<file path="config.mk">
export PLATFORM = sky130hd
export DESIGN_NAME = trade_position_lifecycle_fsm
export DESIGN_NICKNAME = d
export VERILOG_FILES = /design/src/rtl/tpl_pkg.sv /design/src/rtl/tpl_cfg_regs.sv /design/src/rtl/trade_position_lifecycle_fsm.sv
export SDC_FILE = /design/constraint.sdc
export NUM_CORES = 1
export LEC_CHECK = 0
export BUFFER_PORTS_ARGS = -buffer_cell sky130_fd_sc_hd__buf_2
export CORE_ASPECT_RATIO = 1.75
export CORE_UTILIZATION = 35
export CTS_CLUSTER_DIAMETER = 120
export DETAILED_ROUTE_END_ITERATION = 10
export SLEW_MARGIN = 10
export SYNTH_ARGS = -nofsm -noshare
export SYNTH_HDL_FRONTEND = slang
export SYNTH_SLANG_ARGS = --single-unit
export TNS_END_PERCENT = 10
</file>
<file path="constraint.sdc">
create_clock -name clock -period 9.5 [get_ports clock]
set_clock_uncertainty 0.15 [all_clocks]
set_input_delay 1.9 -clock clock [delete_from_list [all_inputs] [get_ports clock]]
set_output_delay 1.9 -clock clock [all_outputs]
set_load 0.005 [all_outputs]
</file>
<file path="src/rtl/tpl_pkg.sv">
// shared types, codes and reset constants of the trade position lifecycle block
`default_nettype none

package tpl_pkg;

   // fixed field widths
   localparam int SPREAD_BITS   = 24;
   localparam int CONTRACT_BITS = 16;
   localparam int TIMEOUT_BITS  = 8;
   localparam int LIMIT_BITS    = 16;
   localparam int CSR_DATA_BITS = 24;
   localparam int CSR_IDX_BITS  = 2;

   // default widths of the price and id fields
   localparam int PRICE_BITS_DEF = 24;
   localparam int ID_BITS_DEF    = 16;

   // register reset values
   localparam logic [SPREAD_BITS-1:0]   SPREAD_CAP_RST  = 24'd10000000;
   localparam logic [CONTRACT_BITS-1:0] CONTRACTS_RST   = 16'd1;
   localparam logic [TIMEOUT_BITS-1:0]  TIMEOUT_RST     = 8'd60;

   // position modes
   typedef enum logic [2:0] {
      MODE_IDLE      = 3'd0,
      MODE_TRY_LONG  = 3'd1,
      MODE_TRY_SHORT = 3'd2,
      MODE_LONG      = 3'd3,
      MODE_SHORT     = 3'd4,
      MODE_CLS_LONG  = 3'd5,
      MODE_CLS_SHORT = 3'd6
   } mode_type;

   // event kinds
   typedef enum logic [1:0] {
      OP_TICK   = 2'd0,
      OP_OPEN   = 2'd1,
      OP_CLOSE  = 2'd2,
      OP_SYNC   = 2'd3
   } op_type;

   // order requests
   typedef enum logic [1:0] {
      ACT_NONE       = 2'd0,
      ACT_OPEN_LONG  = 2'd1,
      ACT_OPEN_SHORT = 2'd2,
      ACT_CLOSE      = 2'd3
   } action_type;

   // strategy advice codes, the undefined code counts as no advice
   localparam logic [1:0] ADV_NONE  = 2'd0;
   localparam logic [1:0] ADV_LONG  = 2'd1;
   localparam logic [1:0] ADV_SHORT = 2'd2;
   localparam logic [1:0] ADV_UNDEF = 2'd3;

   // register indexes
   typedef enum logic [CSR_IDX_BITS-1:0] {
      CSR_SPREAD_CAP = 2'd0,
      CSR_CONTRACTS  = 2'd1,
      CSR_TIMEOUT    = 2'd2,
      CSR_UNUSED     = 2'd3
   } csr_reg_type;

   // configuration bundle
   typedef struct packed {
      logic [SPREAD_BITS-1:0]   spread_cap;
      logic [CONTRACT_BITS-1:0] contract_count;
      logic [TIMEOUT_BITS-1:0]  pending_timeout;
   } cfg_type;

endpackage

`default_nettype wire

</file>
<file path="src/rtl/tpl_cfg_regs.sv">
// configuration register file with its write channel
`default_nettype none

module tpl_cfg_regs (
   input  wire logic                              clock,
   input  wire logic                              reset,
   input  wire logic                              csr_valid,
   output logic                                   csr_ready,
   input  wire logic [tpl_pkg::CSR_IDX_BITS-1:0]  csr_index,
   input  wire logic [tpl_pkg::CSR_DATA_BITS-1:0] csr_data,
   output tpl_pkg::cfg_type                       cfg
);

   tpl_pkg::cfg_type cfg_ff;
   tpl_pkg::cfg_type cfg_in;

   // writes are always taken
   assign csr_ready = 1'b1;
   assign cfg       = cfg_ff;

   // register decode
   always_comb begin
      cfg_in = cfg_ff;
      if (csr_valid) begin
         unique case (tpl_pkg::csr_reg_type'(csr_index))
            tpl_pkg::CSR_SPREAD_CAP: begin
               cfg_in.spread_cap = csr_data[tpl_pkg::SPREAD_BITS-1:0];
            end
            tpl_pkg::CSR_CONTRACTS: begin
               cfg_in.contract_count = csr_data[tpl_pkg::CONTRACT_BITS-1:0];
            end
            tpl_pkg::CSR_TIMEOUT: begin
               cfg_in.pending_timeout = csr_data[tpl_pkg::TIMEOUT_BITS-1:0];
            end
            default: begin
               cfg_in = cfg_ff;
            end
         endcase
      end
   end

   always_ff @(posedge clock) begin
      if (reset) begin
         cfg_ff.spread_cap      <= tpl_pkg::SPREAD_CAP_RST;
         cfg_ff.contract_count  <= tpl_pkg::CONTRACTS_RST;
         cfg_ff.pending_timeout <= tpl_pkg::TIMEOUT_RST;
      end else begin
         cfg_ff <= cfg_in;
      end
   end

endmodule

`default_nettype wire

</file>
<file path="src/rtl/trade_position_lifecycle_fsm.sv">
// top level: trade position lifecycle controller
//
//  channel | dir | handshake                | payload
//  --------+-----+--------------------------+--------------------------------------
//  req_    | in  | req_tvalid / req_tready  | tuser op, tdata event fields
//  rsp_    | out | rsp_tvalid / rsp_tready  | tdata action, ids, mode, flags
//  csr_    | in  | csr_valid / csr_ready    | csr_index, csr_data
//
// one item per cycle sustained while results are taken; an accepted item is held in the
// input register, then the mode update and result register follow in one pass
// reset clears the mode, position state and id counter and loads register defaults
// a stalled result holds in the output register; one more item can wait in the
// input register, after which req_tready stays low until the result is taken
`default_nettype none

module trade_position_lifecycle_fsm #(
   parameter int PRICE_BITS = tpl_pkg::PRICE_BITS_DEF,
   parameter int ID_BITS    = tpl_pkg::ID_BITS_DEF,
   localparam int IN_BITS   = 3 * PRICE_BITS + ID_BITS + 20,
   localparam int IN_BYTES  = (IN_BITS + 7) / 8,
   localparam int OUT_BITS  = ID_BITS + 23,
   localparam int OUT_BYTES = (OUT_BITS + 7) / 8
) (
   input  wire logic                              clock,
   input  wire logic                              reset,
   // input items
   input  wire logic                              req_tvalid,
   output logic                                   req_tready,
   // ask, bid, advice, advice limit, event id, event ok, event price,
   // event is-long
   input  wire logic [8*IN_BYTES-1:0]             req_tdata,
   // op
   input  wire logic [1:0]                        req_tuser,
   // result items
   output logic                                   rsp_tvalid,
   input  wire logic                              rsp_tready,
   // action, action_id, action_contracts, mode_now, sync_error, ignored
   output logic [8*OUT_BYTES-1:0]                 rsp_tdata,
   // configuration writes
   input  wire logic                              csr_valid,
   output logic                                   csr_ready,
   input  wire logic [tpl_pkg::CSR_IDX_BITS-1:0]  csr_index,
   input  wire logic [tpl_pkg::CSR_DATA_BITS-1:0] csr_data
);

   localparam int P  = PRICE_BITS;
   localparam int I  = ID_BITS;
   localparam int LB = tpl_pkg::LIMIT_BITS;
   localparam int SB = tpl_pkg::SPREAD_BITS;
   localparam int CB = tpl_pkg::CONTRACT_BITS;
   localparam int TB = tpl_pkg::TIMEOUT_BITS;
   // compare widths
   localparam int SCW = (P > SB) ? P : SB;
   localparam int LCW = (P > LB) ? P : LB;
   // input field offsets
   localparam int O_ASK   = 0;
   localparam int O_BID   = P;
   localparam int O_ADV   = 2 * P;
   localparam int O_LIM   = 2 * P + 2;
   localparam int O_EID   = 2 * P + 2 + LB;
   localparam int O_OK    = O_EID + I;
   localparam int O_PRICE = O_OK + 1;
   localparam int O_LONG  = O_PRICE + P;

   tpl_pkg::cfg_type cfg;

   // configuration registers
   tpl_cfg_regs u_cfg (
      .clock     (clock),
      .reset     (reset),
      .csr_valid (csr_valid),
      .csr_ready (csr_ready),
      .csr_index (csr_index),
      .csr_data  (csr_data),
      .cfg       (cfg)
   );

   // input register
   logic                 in_vld_ff, in_vld_in;
   tpl_pkg::op_type      in_op_ff;
   logic [P-1:0]         in_ask_ff, in_bid_ff, in_price_ff;
   logic [1:0]           in_adv_ff;
   logic [LB-1:0]        in_lim_ff;
   logic [I-1:0]         in_eid_ff;
   logic                 in_ok_ff, in_long_ff;

   // result register
   logic                 out_vld_ff, out_vld_in;
   logic [OUT_BITS-1:0]  out_data_ff, out_data_in;

   // position state
   tpl_pkg::mode_type    mode_ff, mode_in;
   logic [P-1:0]         entry_ff, entry_in;
   logic [LB-1:0]        limit_ff, limit_in;
   logic                 retry_ff, retry_in;
   logic [I-1:0]         cur_id_ff, cur_id_in;
   logic                 id_pres_ff, id_pres_in;
   logic                 conf_ff, conf_in;
   logic [TB-1:0]        wait_ff, wait_in;
   logic [I-1:0]         next_id_ff, next_id_in;

   logic                 advance;
   logic                 req_take;

   // handshakes
   assign advance    = in_vld_ff && (!out_vld_ff || rsp_tready);
   assign req_tready = !in_vld_ff || advance;
   assign req_take   = req_tvalid && req_tready;
   assign rsp_tvalid = out_vld_ff;
   assign rsp_tdata  = {{(8*OUT_BYTES-OUT_BITS){1'b0}}, out_data_ff};

   // input register control
   always_comb begin
      if (req_take) begin
         in_vld_in = 1'b1;
      end else if (advance) begin
         in_vld_in = 1'b0;
      end else begin
         in_vld_in = in_vld_ff;
      end
   end

   always_ff @(posedge clock) begin
      if (reset) begin
         in_vld_ff <= 1'b0;
      end else begin
         in_vld_ff <= in_vld_in;
      end
   end

   // input payload
   always_ff @(posedge clock) begin
      if (req_take) begin
         in_op_ff    <= tpl_pkg::op_type'(req_tuser);
         in_ask_ff   <= req_tdata[O_ASK +: P];
         in_bid_ff   <= req_tdata[O_BID +: P];
         in_adv_ff   <= req_tdata[O_ADV +: 2];
         in_lim_ff   <= req_tdata[O_LIM +: LB];
         in_eid_ff   <= req_tdata[O_EID +: I];
         in_ok_ff    <= req_tdata[O_OK];
         in_price_ff <= req_tdata[O_PRICE +: P];
         in_long_ff  <= req_tdata[O_LONG];
      end
   end

   // datapath terms for a held position
   logic                 held_long;
   logic                 spread_over;
   logic [P-1:0]         spread;
   logic [P-1:0]         yield_px;
   logic [P-1:0]         yield_mag;
   logic                 below_limit;
   logic                 renew;
   logic [TB:0]          wait_next;
   logic                 wait_over;
   logic                 id_match;
   logic                 sync_long;

   assign held_long   = (mode_ff == tpl_pkg::MODE_LONG);
   assign spread      = in_ask_ff - in_bid_ff;
   assign spread_over = (in_ask_ff > in_bid_ff) &&
                        (SCW'(spread) > SCW'(cfg.spread_cap));
   assign yield_px    = held_long ? in_bid_ff : in_ask_ff;
   assign yield_mag   = (yield_px >= entry_ff) ? (yield_px - entry_ff)
                                               : (entry_ff - yield_px);
   assign below_limit = LCW'(yield_mag) < LCW'(limit_ff);
   assign renew       = in_adv_ff == (held_long ? tpl_pkg::ADV_LONG : tpl_pkg::ADV_SHORT);
   assign wait_next   = {1'b0, wait_ff} + {{TB{1'b0}}, 1'b1};
   assign wait_over   = wait_next > {1'b0, cfg.pending_timeout};
   assign id_match    = id_pres_ff && (in_eid_ff == cur_id_ff);
   assign sync_long   = (mode_ff == tpl_pkg::MODE_LONG) ||
                        (mode_ff == tpl_pkg::MODE_CLS_LONG) ||
                        (mode_ff == tpl_pkg::MODE_TRY_LONG);

   // result fields
   tpl_pkg::action_type  act;
   logic [I-1:0]         act_id;
   logic [CB-1:0]        act_cnt;
   logic                 serr;
   logic                 ign;

   // mode update and result for one item
   always_comb begin
      mode_in    = mode_ff;
      entry_in   = entry_ff;
      limit_in   = limit_ff;
      retry_in   = retry_ff;
      cur_id_in  = cur_id_ff;
      id_pres_in = id_pres_ff;
      conf_in    = conf_ff;
      wait_in    = wait_ff;
      next_id_in = next_id_ff;
      act        = tpl_pkg::ACT_NONE;
      act_id     = '0;
      act_cnt    = '0;
      serr       = 1'b0;
      ign        = 1'b0;
      if (advance) begin
         unique case (in_op_ff)
            tpl_pkg::OP_TICK: begin
               // an unconfirmed position is dropped before the tick
               if (!conf_ff) begin
                  mode_in    = tpl_pkg::MODE_IDLE;
                  entry_in   = '0;
                  limit_in   = '0;
                  retry_in   = 1'b0;
                  id_pres_in = 1'b0;
                  cur_id_in  = '0;
                  conf_in    = 1'b1;
               end
               unique case (mode_in)
                  tpl_pkg::MODE_LONG, tpl_pkg::MODE_SHORT: begin
                     if (!spread_over) begin
                        if (retry_ff) begin
                           mode_in = held_long ? tpl_pkg::MODE_CLS_LONG
                                               : tpl_pkg::MODE_CLS_SHORT;
                           act     = tpl_pkg::ACT_CLOSE;
                        end else if (!below_limit) begin
                           if (renew) begin
                              entry_in = held_long ? in_ask_ff : in_bid_ff;
                              limit_in = in_lim_ff;
                           end else begin
                              mode_in = held_long ? tpl_pkg::MODE_CLS_LONG
                                                  : tpl_pkg::MODE_CLS_SHORT;
                              act     = tpl_pkg::ACT_CLOSE;
                           end
                        end
                     end
                     if (act == tpl_pkg::ACT_CLOSE) begin
                        act_id = cur_id_ff;
                     end
                  end
                  tpl_pkg::MODE_TRY_LONG, tpl_pkg::MODE_TRY_SHORT,
                  tpl_pkg::MODE_CLS_LONG, tpl_pkg::MODE_CLS_SHORT: begin
                     // pending timeout
                     if (wait_over) begin
                        wait_in  = '0;
                        retry_in = 1'b0;
                        if (mode_ff == tpl_pkg::MODE_TRY_LONG ||
                            mode_ff == tpl_pkg::MODE_TRY_SHORT) begin
                           mode_in    = tpl_pkg::MODE_IDLE;
                           entry_in   = '0;
                           id_pres_in = 1'b0;
                           cur_id_in  = '0;
                        end else if (mode_ff == tpl_pkg::MODE_CLS_LONG) begin
                           mode_in = tpl_pkg::MODE_LONG;
                        end else begin
                           mode_in = tpl_pkg::MODE_SHORT;
                        end
                     end else begin
                        wait_in = wait_next[TB-1:0];
                     end
                  end
                  default: begin
                     // idle: open on advice
                     if (in_adv_ff == tpl_pkg::ADV_LONG || in_adv_ff == tpl_pkg::ADV_SHORT) begin
                        mode_in    = (in_adv_ff == tpl_pkg::ADV_LONG) ? tpl_pkg::MODE_TRY_LONG
                                                                      : tpl_pkg::MODE_TRY_SHORT;
                        entry_in   = (in_adv_ff == tpl_pkg::ADV_LONG) ? in_ask_ff : in_bid_ff;
                        cur_id_in  = next_id_ff;
                        id_pres_in = 1'b1;
                        next_id_in = next_id_ff + {{(I-1){1'b0}}, 1'b1};
                        retry_in   = 1'b0;
                        limit_in   = in_lim_ff;
                        act        = (in_adv_ff == tpl_pkg::ADV_LONG) ? tpl_pkg::ACT_OPEN_LONG
                                                                      : tpl_pkg::ACT_OPEN_SHORT;
                        act_id     = next_id_ff;
                        act_cnt    = cfg.contract_count;
                     end
                  end
               endcase
            end
            tpl_pkg::OP_OPEN: begin
               if ((mode_ff != tpl_pkg::MODE_TRY_LONG && mode_ff != tpl_pkg::MODE_TRY_SHORT)
                   || !id_match) begin
                  ign = 1'b1;
               end else if (in_ok_ff) begin
                  mode_in  = (mode_ff == tpl_pkg::MODE_TRY_LONG) ? tpl_pkg::MODE_LONG
                                                                 : tpl_pkg::MODE_SHORT;
                  entry_in = in_price_ff;
               end else begin
                  mode_in    = tpl_pkg::MODE_IDLE;
                  entry_in   = '0;
                  limit_in   = '0;
                  id_pres_in = 1'b0;
                  cur_id_in  = '0;
               end
            end
            tpl_pkg::OP_CLOSE: begin
               if ((mode_ff != tpl_pkg::MODE_CLS_LONG && mode_ff != tpl_pkg::MODE_CLS_SHORT)
                   || !id_match) begin
                  ign = 1'b1;
               end else if (in_ok_ff) begin
                  mode_in    = tpl_pkg::MODE_IDLE;
                  entry_in   = '0;
                  limit_in   = '0;
                  retry_in   = 1'b0;
                  id_pres_in = 1'b0;
                  cur_id_in  = '0;
               end else begin
                  mode_in  = (mode_ff == tpl_pkg::MODE_CLS_LONG) ? tpl_pkg::MODE_LONG
                                                                 : tpl_pkg::MODE_SHORT;
                  retry_in = 1'b1;
               end
            end
            default: begin
               // sync report, only while unconfirmed
               if (!conf_ff) begin
                  if (!id_pres_ff) begin
                     mode_in  = tpl_pkg::MODE_IDLE;
                     entry_in = '0;
                     limit_in = '0;
                     retry_in = 1'b0;
                     cur_id_in = '0;
                     conf_in  = 1'b1;
                  end else if (in_eid_ff != cur_id_ff) begin
                     ign = 1'b1;
                  end else if (mode_ff == tpl_pkg::MODE_IDLE) begin
                     conf_in = 1'b1;
                  end else if (sync_long != in_long_ff) begin
                     serr = 1'b1;
                  end else begin
                     mode_in  = sync_long ? tpl_pkg::MODE_LONG : tpl_pkg::MODE_SHORT;
                     entry_in = in_price_ff;
                     retry_in = 1'b0;
                     conf_in  = 1'b1;
                  end
               end
            end
         endcase
      end
   end

   // result register control
   always_comb begin
      out_data_in = {ign, serr, mode_in, act_cnt, act_id, act};
      if (advance) begin
         out_vld_in = 1'b1;
      end else if (rsp_tready) begin
         out_vld_in = 1'b0;
      end else begin
         out_vld_in = out_vld_ff;
      end
   end

   always_ff @(posedge clock) begin
      if (advance) begin
         out_data_ff <= out_data_in;
      end
   end

   // control and position state
   always_ff @(posedge clock) begin
      if (reset) begin
         out_vld_ff <= 1'b0;
         mode_ff    <= tpl_pkg::MODE_IDLE;
         entry_ff   <= '0;
         limit_ff   <= '0;
         retry_ff   <= 1'b0;
         cur_id_ff  <= '0;
         id_pres_ff <= 1'b0;
         conf_ff    <= 1'b0;
         wait_ff    <= '0;
         next_id_ff <= '0;
      end else begin
         out_vld_ff <= out_vld_in;
         mode_ff    <= mode_in;
         entry_ff   <= entry_in;
         limit_ff   <= limit_in;
         retry_ff   <= retry_in;
         cur_id_ff  <= cur_id_in;
         id_pres_ff <= id_pres_in;
         conf_ff    <= conf_in;
         wait_ff    <= wait_in;
         next_id_ff <= next_id_in;
      end
   end

   // checks
   a_open_goes_pending: assert property (@(posedge clock) disable iff (reset)
      advance && act == tpl_pkg::ACT_OPEN_LONG |=> mode_ff == tpl_pkg::MODE_TRY_LONG)
      else $error("open long did not enter pending long");

   a_close_goes_pending: assert property (@(posedge clock) disable iff (reset)
      advance && act == tpl_pkg::ACT_CLOSE |=>
      (mode_ff == tpl_pkg::MODE_CLS_LONG || mode_ff == tpl_pkg::MODE_CLS_SHORT))
      else $error("close request without pending close mode");

   a_no_id_zero: assert property (@(posedge clock) disable iff (reset)
      !id_pres_ff |-> cur_id_ff == '0)
      else $error("stale position id without id present");

   a_confirm_sticks: assert property (@(posedge clock) disable iff (reset)
      conf_ff |=> conf_ff)
      else $error("confirmed flag cleared");

endmodule

`default_nettype wire

</file>
==> key figures, run 1 <==
Floorplan
  – Initial core utilization: 35.3%
  – Die area: 52700 µm²
  – Die Span Y: 303 µm
  – Core area: 51300 µm²
  – # IOs: 188
  – Row count: 110
  – Die X: 174 µm

Detailed routing
  – Vias per inst: 5.46
  – First drt pass iteration count: 7
  – Post-DR wirelength/cell: 19.7 µm
  – DRT antenna net count: 0
  – Remaining DRCs: 0
  – Via count: 15515
  – Total Routed Length: approximately 56 mm
  – Iter 0 DRT Violations: 742

STA
  – Final setup vio count: 0
  – WHS: 0.304 ns
  – Crit path time final: 7.78 ns
  – Max Fclk: 129 MHz
  – Slew HR: 31.0%
  – Max-slew violation count: 0
  – TNS Setup: 0 ns
  – Fin crit share: 81.9%
  – Slew @ Worst Pin: 1.02 ns
  – RSZ-0062 raised after global routing: no
  – Final hold viol count: 0

Yosys
  – Cell taking the most area after synthesis: edfxtp_1
  – Post-synth top cells: nand2_1 (276), edfxtp_1 (149), inv_1 (146), o21ai_0 (144), a21oi_1 (141)
  – Ys Warns: 0
  – Synthesized net count: 2290
  – XOR/XNOR Fraction of Synth Area: about 3.7%
  – Top area cells in the synthesized netlist: edfxtp_1 (25%), dfxtp_1 (15%), ha_1 (8.7%), nand2_1 (5.7%), o21ai_0 (4.0%)
  – Synth cell types: 88
  – Cell with the most instances after synthesis: nand2_1
  – Post-Synth Adder-Cell Area: around 9.0%
  – Synth Area in Simple Gates: 15.8%
  – Register area share after synthesis: 39.7%
  – Cell Area, Synth: 18100 µm²
  – Predominant post-synthesis flop cell: edfxtp_1
  – Mux cell area share after synthesis: 2.22%
  – Synth Area per Inst: 8.99 µm²
  – Synthesis-stage register bit count: 285
  – Post-synth EDFFs: about 150
  – Main combinational cell family by area after synthesis: compound AO/OA/AOI/OAI gates
  – Synth async-reset ratio: 0%
  – Post-synth top area share: 24.7%
  – Cells after synthesis: between 2000 and 2500
  – Post-synthesis compound-gate area fraction: 23.4%

Place
  – Final GP Congestion: 0.904
  – HPWL Detailed: 43.0 mm
  – Input/output buffers: 181

Clock tree
  – Max clock buf depth: 3
  – Clk root buf: clkbuf_16
  – Total CTS buffers: 29
  – Worst-path clk slew: roughly 0.070 ns
  – Post-CTS setup repair buffer count: 0
  – CTS tree: built
  – Cells resized by post-CTS repair: 0
  – Hold_buf cts: 0
  – TritonCTS sink count: around 290
  – CTS HTree Levels: 1
  – Clock Latency Late Sink: 0.58 ns

Setup path
  – CP max FO: 34
  – Critical path data arrival time: 8.08 ns
  – Endpoint class of the critical path: flip-flop
  – Buffers plus inverters on the worst setup path: 2
  – Req. time, crit path: 9.80 ns
  – Max incr delay on CP: a little under 0.6 ns
  – Kind of critical path: reg2reg
  – Slowest-stage cell, CP: or3_1
  – Crit path max-delay family: compound AO/OA/AOI/OAI gates
  – Register-to-Register Path Depth: 26
  – Startpoint types: flip-flop
  – WP depth: 26

Flow run
  – MaxCap Viol Count: 0

Worst hold path
  – Hold Path Depth: 2
  – Worst Hold Class: reg2reg

GRT
  – Initial antenna violation count: 0
  – Gr ovfl total: 0
  – Vias in the first global route: 15741
  – Overall Global Routing Usage: a little over a fifth
  – First-pass GRT wire length: ~86 mm
  – Largest net degree at the start of global routing: slightly below 80

Power and ir drop
  – Power Dens Cells: between 150 and 200 nW/µm²
  – Max VDD drop: 138 µV
  – Leak: 8.22 nW

Layout
  – Core Util, Final: approximately 40%
  – Area Overhead vs Synth: 13.9%
  – Share of cells above drive strength 1: 15.8%
  – Final nets: 2421
  – Ant diodes: 0

Outcome
  – Status: complete, no violations
## path summary, 6_finish.rpt
check	startpoint	end	slack, ns
setup reg to reg	mode_ff[1]	limit_ff[9]	1.72
hold / removal	u_cfg.cfg[9]	u_cfg.cfg[9]	0.30
setup / recovery	mode_ff[1]	limit_ff[9]	1.72
hold reg to reg	u_cfg.cfg[9]	u_cfg.cfg[9]	0.30
## area by class of cell
class / count / area, µm²
Clock buffer: 33 / 762
Clock inverter: 21 / 204
Fill cell: 5151 / 30700
Inverter: 146 / 548
Multi-Input combinational cell: 1464 / 9870
Sequential cell: 285 / 7200
Tap cell: 672 / 841
Timing Repair Buffer: 221 / 1220
## flip-flops by register name, summed over array words and instances, names as in the netlist, 2 cells and up
name,cells
in_ask_ff,24
in_op_ff,2
in_eid_ff,16
in_lim_ff,16
in_bid_ff,24
limit_ff,16
mode_ff,3
in_price_ff,24
u_cfg.cfg,48
in_adv_ff,2
out_data_ff,39
next_id_ff,16
cur_id_ff,16
wait_ff,8
entry_ff,24
## stage by stage
step	total power [mW]	worst slack, ns	cells	area, µm²
CTS	3.16	1.73	2842	20600
global placement	1.95	1.77	2788	19700
floorplan	1.77	2.47	2016	18100
detailed placement	1.97	1.75	2788	19700
finish	3.13	1.72	2842	20600
global route	3.26	1.32	2842	20600
## cells in the final DEF, fill, tap and decap left out, types with 12 or more instances in the layout
cell       Yosys  routed
nand2_1      276     275
nor2_1       136     133
a21o_1        32      32
a31oi_1       24      24
o221ai_2      20      20
o21ai_0      144     144
o32ai_1       17      17
o221ai_1      12      12
ha_1         126     125
buf_4          9      40
a22oi_1       42      42
xnor2_1       49      49
a21oi_1      141     140
clkbuf_16      0      30
a22o_1        17      17
o21a_1        33      33
and3_1        27      27
nand2b_1      14      14
xor2_1        28      28
o211ai_1      13      13
dfxtp_1      136     136
inv_1        146     145
nand3_1       27      27
buf_2         17     180
nor3_1        19      19
nor2b_1       21      20
mux2i_1       38      38
edfxtp_1     149     149
nand4_1       27      27
## power breakdown
group	leakage [nW]	internal [mW]	switching, mW
clock	0.468	0.663	0.525
combinational	5.22	0.213	0.348
sequential	2.53	1.35	0.0321
total	8.22	2.22	0.905
## logic make-up after synthesis
family	Yosys count
XOR/XNOR	77
flip-flops	285
multiplexers	40
adder cells (fa/ha/maj)	129
AND/OR/NAND/NOR	608
buffers and inverters	267
other	2
AO/OA/AOI/OAI	608
## metal layers
metal,global-route usage (%),vias to the layer above,part of all wire (%)
met3,1.72,123,3.3
met2,40.6,419,54
met5,0,-,0
met1,22.2,7449,37
li1,-,7524,-
met4,10.6,0,5.0
## worst min-delay path: stages (launching register included)
cell and delay (ns):
dfxtp_1 0.31, nand2_1 0.05, a21oi_1 0.05
(Power assumes the default switching activity.)
==> inputs of run 2 (changes only) <==
--- a/config.mk
+++ b/config.mk
@@ -5,6 +5,7 @@
 export SDC_FILE = /design/constraint.sdc
 export NUM_CORES = 1
 export LEC_CHECK = 0
+export ABC_AREA = 1
 export BUFFER_PORTS_ARGS = -buffer_cell sky130_fd_sc_hd__buf_2
 export CORE_ASPECT_RATIO = 1.75
 export CORE_UTILIZATION = 35
==> constraint.sdc (replaced) <==
create_clock -name clock -period 7.6 [get_ports clock]
set_clock_uncertainty 0.15 [all_clocks]
set_input_delay 1.52 -clock clock [delete_from_list [all_inputs] [get_ports clock]]
set_output_delay 1.52 -clock clock [all_outputs]
set_load 0.005 [all_outputs]
==> run 2 against run 1 <==
First-iteration DRC count rose by 51%; via count up 22%; worst setup slack got worse by 0.49 ns; utilization rose by 0.12 points; routed wire length rose by 18%; synthesized cell count is 41% higher; final area increased by 9.9%; highest routed layer unchanged.
==> key figures, run 2 <==
Outcome
  – Status: complete, no violations

Yosys
  – Synth cell types: 58 (-34%)
  – Synthesis-stage register bit count: 285 (unchanged)
  – Synth async-reset ratio: 0% (unchanged)
  – Cell Area, Synth: 20000 µm² (+10%)
  – Cells after synthesis: 2850 (+41%)
  – Cell taking the most area after synthesis: edfxtp_1
  – Predominant post-synthesis flop cell: edfxtp_1
  – Register area share after synthesis: 36.0% (-3.7 points)
  – Synthesized net count: 3124 (+36%)
  – Ys Warns: 0 (unchanged)
  – Post-synth top cells: nand2_1 (794), inv_1 (386), o21ai_0 (290), a21oi_1 (268), nor2_1 (150)
  – Post-synth EDFFs: 149 (unchanged)
  – Top area cells in the synthesized netlist: edfxtp_1 (22%), nand2_1 (15%), dfxtp_1 (14%), ha_1 (7.9%), o21ai_0 (7.3%)
  – Cell with the most instances after synthesis: nand2_1
  – Post-synth top area share: 22.4% (-2.3 points)
  – Synth Area per Inst: 7.01 µm² (-22%)

Clock tree
  – CTS tree: built
  – TritonCTS sink count: 285 (unchanged)
  – Clock Latency Late Sink: 0.62 ns (+0.04 ns)
  – Clk root buf: clkbuf_16
  – Total CTS buffers: 30 (+3.4%)
  – Worst-path clk slew: 0.07 ns (about the same)
  – Hold_buf cts: 0 (unchanged)
  – Post-CTS setup repair buffer count: 0 (unchanged)
  – CTS HTree Levels: 1 (unchanged)
  – Cells resized by post-CTS repair: 0 (unchanged)
  – Max clock buf depth: 3 (unchanged)

Place
  – Area after DPL: 21700 µm² (+10%)
  – Final GP Congestion: 1.01 (+11%)
  – Input/output buffers: 181 (unchanged)
  – Pre-CTS setup slack: 1.36 ns (-0.388 ns)
  – HPWL Detailed: 49.1 mm (+14%)

Power and ir drop
  – Reg power frac: 41.3% (-2.8 points)
  – Combinational power share: 23.3% (+5.4 points)
  – Switching Fraction: 32.5% (+3.5 points)
  – Max VDD drop: 187 µV (+35%)
  – Power Dens Cells: 186 nW/µm² (+23%)
  – NetSw: 1.37 mW (+52%)
  – Clock Power Share: 35.4% (-2.6 points)
  – Pint: 2.86 mW (+28%)
  – Leak: 10.3 nW (+26%)

Setup path
  – Worst R2R Start: mode_ff[1]
  – CP max FO: 82 (+140%)
  – Crit-path most repeated cell: nand2_1
  – Endpoint class of the critical path: flip-flop
  – Max incr delay on CP: 0.45 ns (-0.13 ns)
  – Kind of critical path: reg2reg
  – Startpoint types: flip-flop
  – Slowest-stage cell, CP: dfxtp_1
  – Register-to-Register Path Depth: 34 (+31%)
  – Crit path max-delay family: simple AND/OR/NAND/NOR gates
  – Crit Reg-Reg Endpoint: out_data_ff[35]
  – Critical path data arrival time: 6.57 ns (-1.51 ns)
  – Req. time, crit path: 7.80 ns (-2.00 ns)
  – R2R setup slack: 1.24 ns (-0.49 ns)
  – Buffers plus inverters on the worst setup path: 8 (+6)

GRT
  – Initial antenna violation count: 0 (unchanged)
  – First-pass GRT wire length: 102 mm (+18%)
  – Largest net degree at the start of global routing: 91 (+15%)
  – Overall Global Routing Usage: 22.7% (+1.8 points)
  – Gr ovfl total: 0 (unchanged)
  – Vias in the first global route: 18343 (+17%)

STA
  – Final hold viol count: 0 (unchanged)
  – Max-slew violation count: 0 (unchanged)
  – Max Fclk: 157 MHz (+22%)
  – Crit path time final: 6.36 ns (-1.41 ns)
  – RSZ-0062 raised after global routing: no
  – WHS: 0.306 ns (+0.00246 ns)
  – Final setup vio count: 0 (unchanged)
  – Slew HR: 24.1% (-6.8 points)
  – Final WS setup: 1.24 ns (-0.488 ns)
  – Fin crit share: 83.7% (+1.9 points)
  – TNS Setup: 0 ns (unchanged)
  – Slew @ Worst Pin: 1.13 ns (+0.106 ns)

Floorplan
  – # IOs: 188 (unchanged)
  – Die Span Y: 318 µm (+4.9%)
  – Core area: 56300 µm² (+9.6%)
  – Die area: 58100 µm² (+10%)
  – Die X: 183 µm (+4.9%)
  – Initial core utilization: 35.5% (+0.20 points)
  – Row count: 115 (+4.5%)

Worst hold path
  – Worst Hold Path EP: u_cfg.cfg[18]
  – Hold Path Depth: 2 (unchanged)
  – Worst hold start: u_cfg.cfg[18]
  – Worst Hold Class: reg2reg

Layout
  – Layout filler cell count: 6057 (+18%)
  – Area Overhead vs Synth: 13.6%
  – Footprint of the multi-input gates: 10700 µm² (+8.7%)
  – Ant diodes: 0 (unchanged)
  – Storage element area: 7200 µm² (about the same)
  – Post-route cell area: 22700 µm² (+9.9%)
  – Final nets: 3263 (+35%)
  – Commonest non-fill, non-tap cell in the layout: nand2_1
  – Most frequent cells in the layout: nand2_1 (794), inv_1 (382), o21ai_0 (290), a21oi_1 (268), buf_2 (181)
  – Share of cells above drive strength 1: 12.0% (-3.7 points)
  – Max reg flops: 48 (unchanged)

Detailed routing
  – Total Routed Length: 66.1 mm (+18%)
  – Iter 0 DRT Violations: 1118 (+51%)
  – Via count: 18997 (+22%)
  – DRT antenna net count: 0 (unchanged)
  – Remaining DRCs: 0 (unchanged)
  – First drt pass iteration count: 5 (-2)
  – Vias per inst: 5.03 (-7.8%)
  – Post-DR wirelength/cell: 17.5 µm (-11%)

Flow run
  – MaxCap Viol Count: 0 (unchanged)
run 2: cell types whose count changed in the layout (fill, tap and decap cells not counted), sizes merged, moves of 29 or more:
cell / change
nand2: +526
inv: +251
a22oi: -42
mux2i: -37
o21a: -29
o21ai: +159
a21o: -31
o221ai: -32
nand3: +107
nor2: +32
a21oi: +134
run 2: kinds of logic after synthesis:
logic type | count (synthesis) | share of synthesized area [%]
AO/OA/AOI/OAI | 665 | 18.1
XOR/XNOR | 57 | 2.50
adder cells (fa/ha/maj) | 129 | 8.19
buffers and inverters | 528 | 10.3
flip-flops | 285 | 36.0
multiplexers | 1 | 0.0501
other | 2 | 0.0376
AND/OR/NAND/NOR | 1183 | 24.7
run 2: worst min-delay path, cell delays in order, from the launching register on:
cell and delay (ns):
dfxtp_1 0.30, inv_1 0.06, a21oi_1 0.05
run 2: metal layers:
layer / GRT usage [%] / wire (µm) / up-vias
met4: 15.6 / 4900 / 0
met5: 0 / 0 / -
met3: 1.66 / 2530 / 198
met1: 24.0 / 24600 / 8588
met2: 42.1 / 34100 / 558
li1: - / - / 9653
run 2: power groups by stage:
stage | Combinational [mW] | Clock, mW | Sequential, mW
after floorplan | 0.667 | 0 | 1.76
after global placement | 0.970 | 0 | 1.78
after detailed placement | 0.976 | 0 | 1.78
after CTS | 0.982 | 1.54 | 1.75
after global routing | 1.10 | 1.58 | 1.75
final | 0.984 | 1.50 | 1.75
run 2: metrics by stage:
step	std cells	util (%)	power [mW]
floorplan	2850	-	2.42
global placement	3717	38.6	2.75
detailed placement	3717	38.6	2.76
CTS	3773	40.3	4.27
global route	3773	40.3	4.44
finish	3773	40.3	4.23
run 2: worst max-delay path by stage:
stage                       to  slack, ns        from  cells after the start
6_report       out_data_ff[35]       1.24  mode_ff[1]                     34
3_5_place_dp   out_data_ff[35]       1.36  mode_ff[1]                     34
3_3_place_gp   out_data_ff[35]       1.34  mode_ff[1]                     33
4_1_cts        out_data_ff[35]       1.33  mode_ff[1]                     34
2_1_floorplan  out_data_ff[36]       1.90  mode_ff[0]                     39
5_1_grt            entry_ff[9]       0.78  mode_ff[1]                     34
run 2: final cells by class:
type	count	area share [%]
clock buffers	42	3.73
clock inverters	14	0.590
repair buffers	232	5.79
multi-input cells	2037	47.3
inverters	403	6.69
well taps	760	4.19
flip-flops and latches	285	31.7
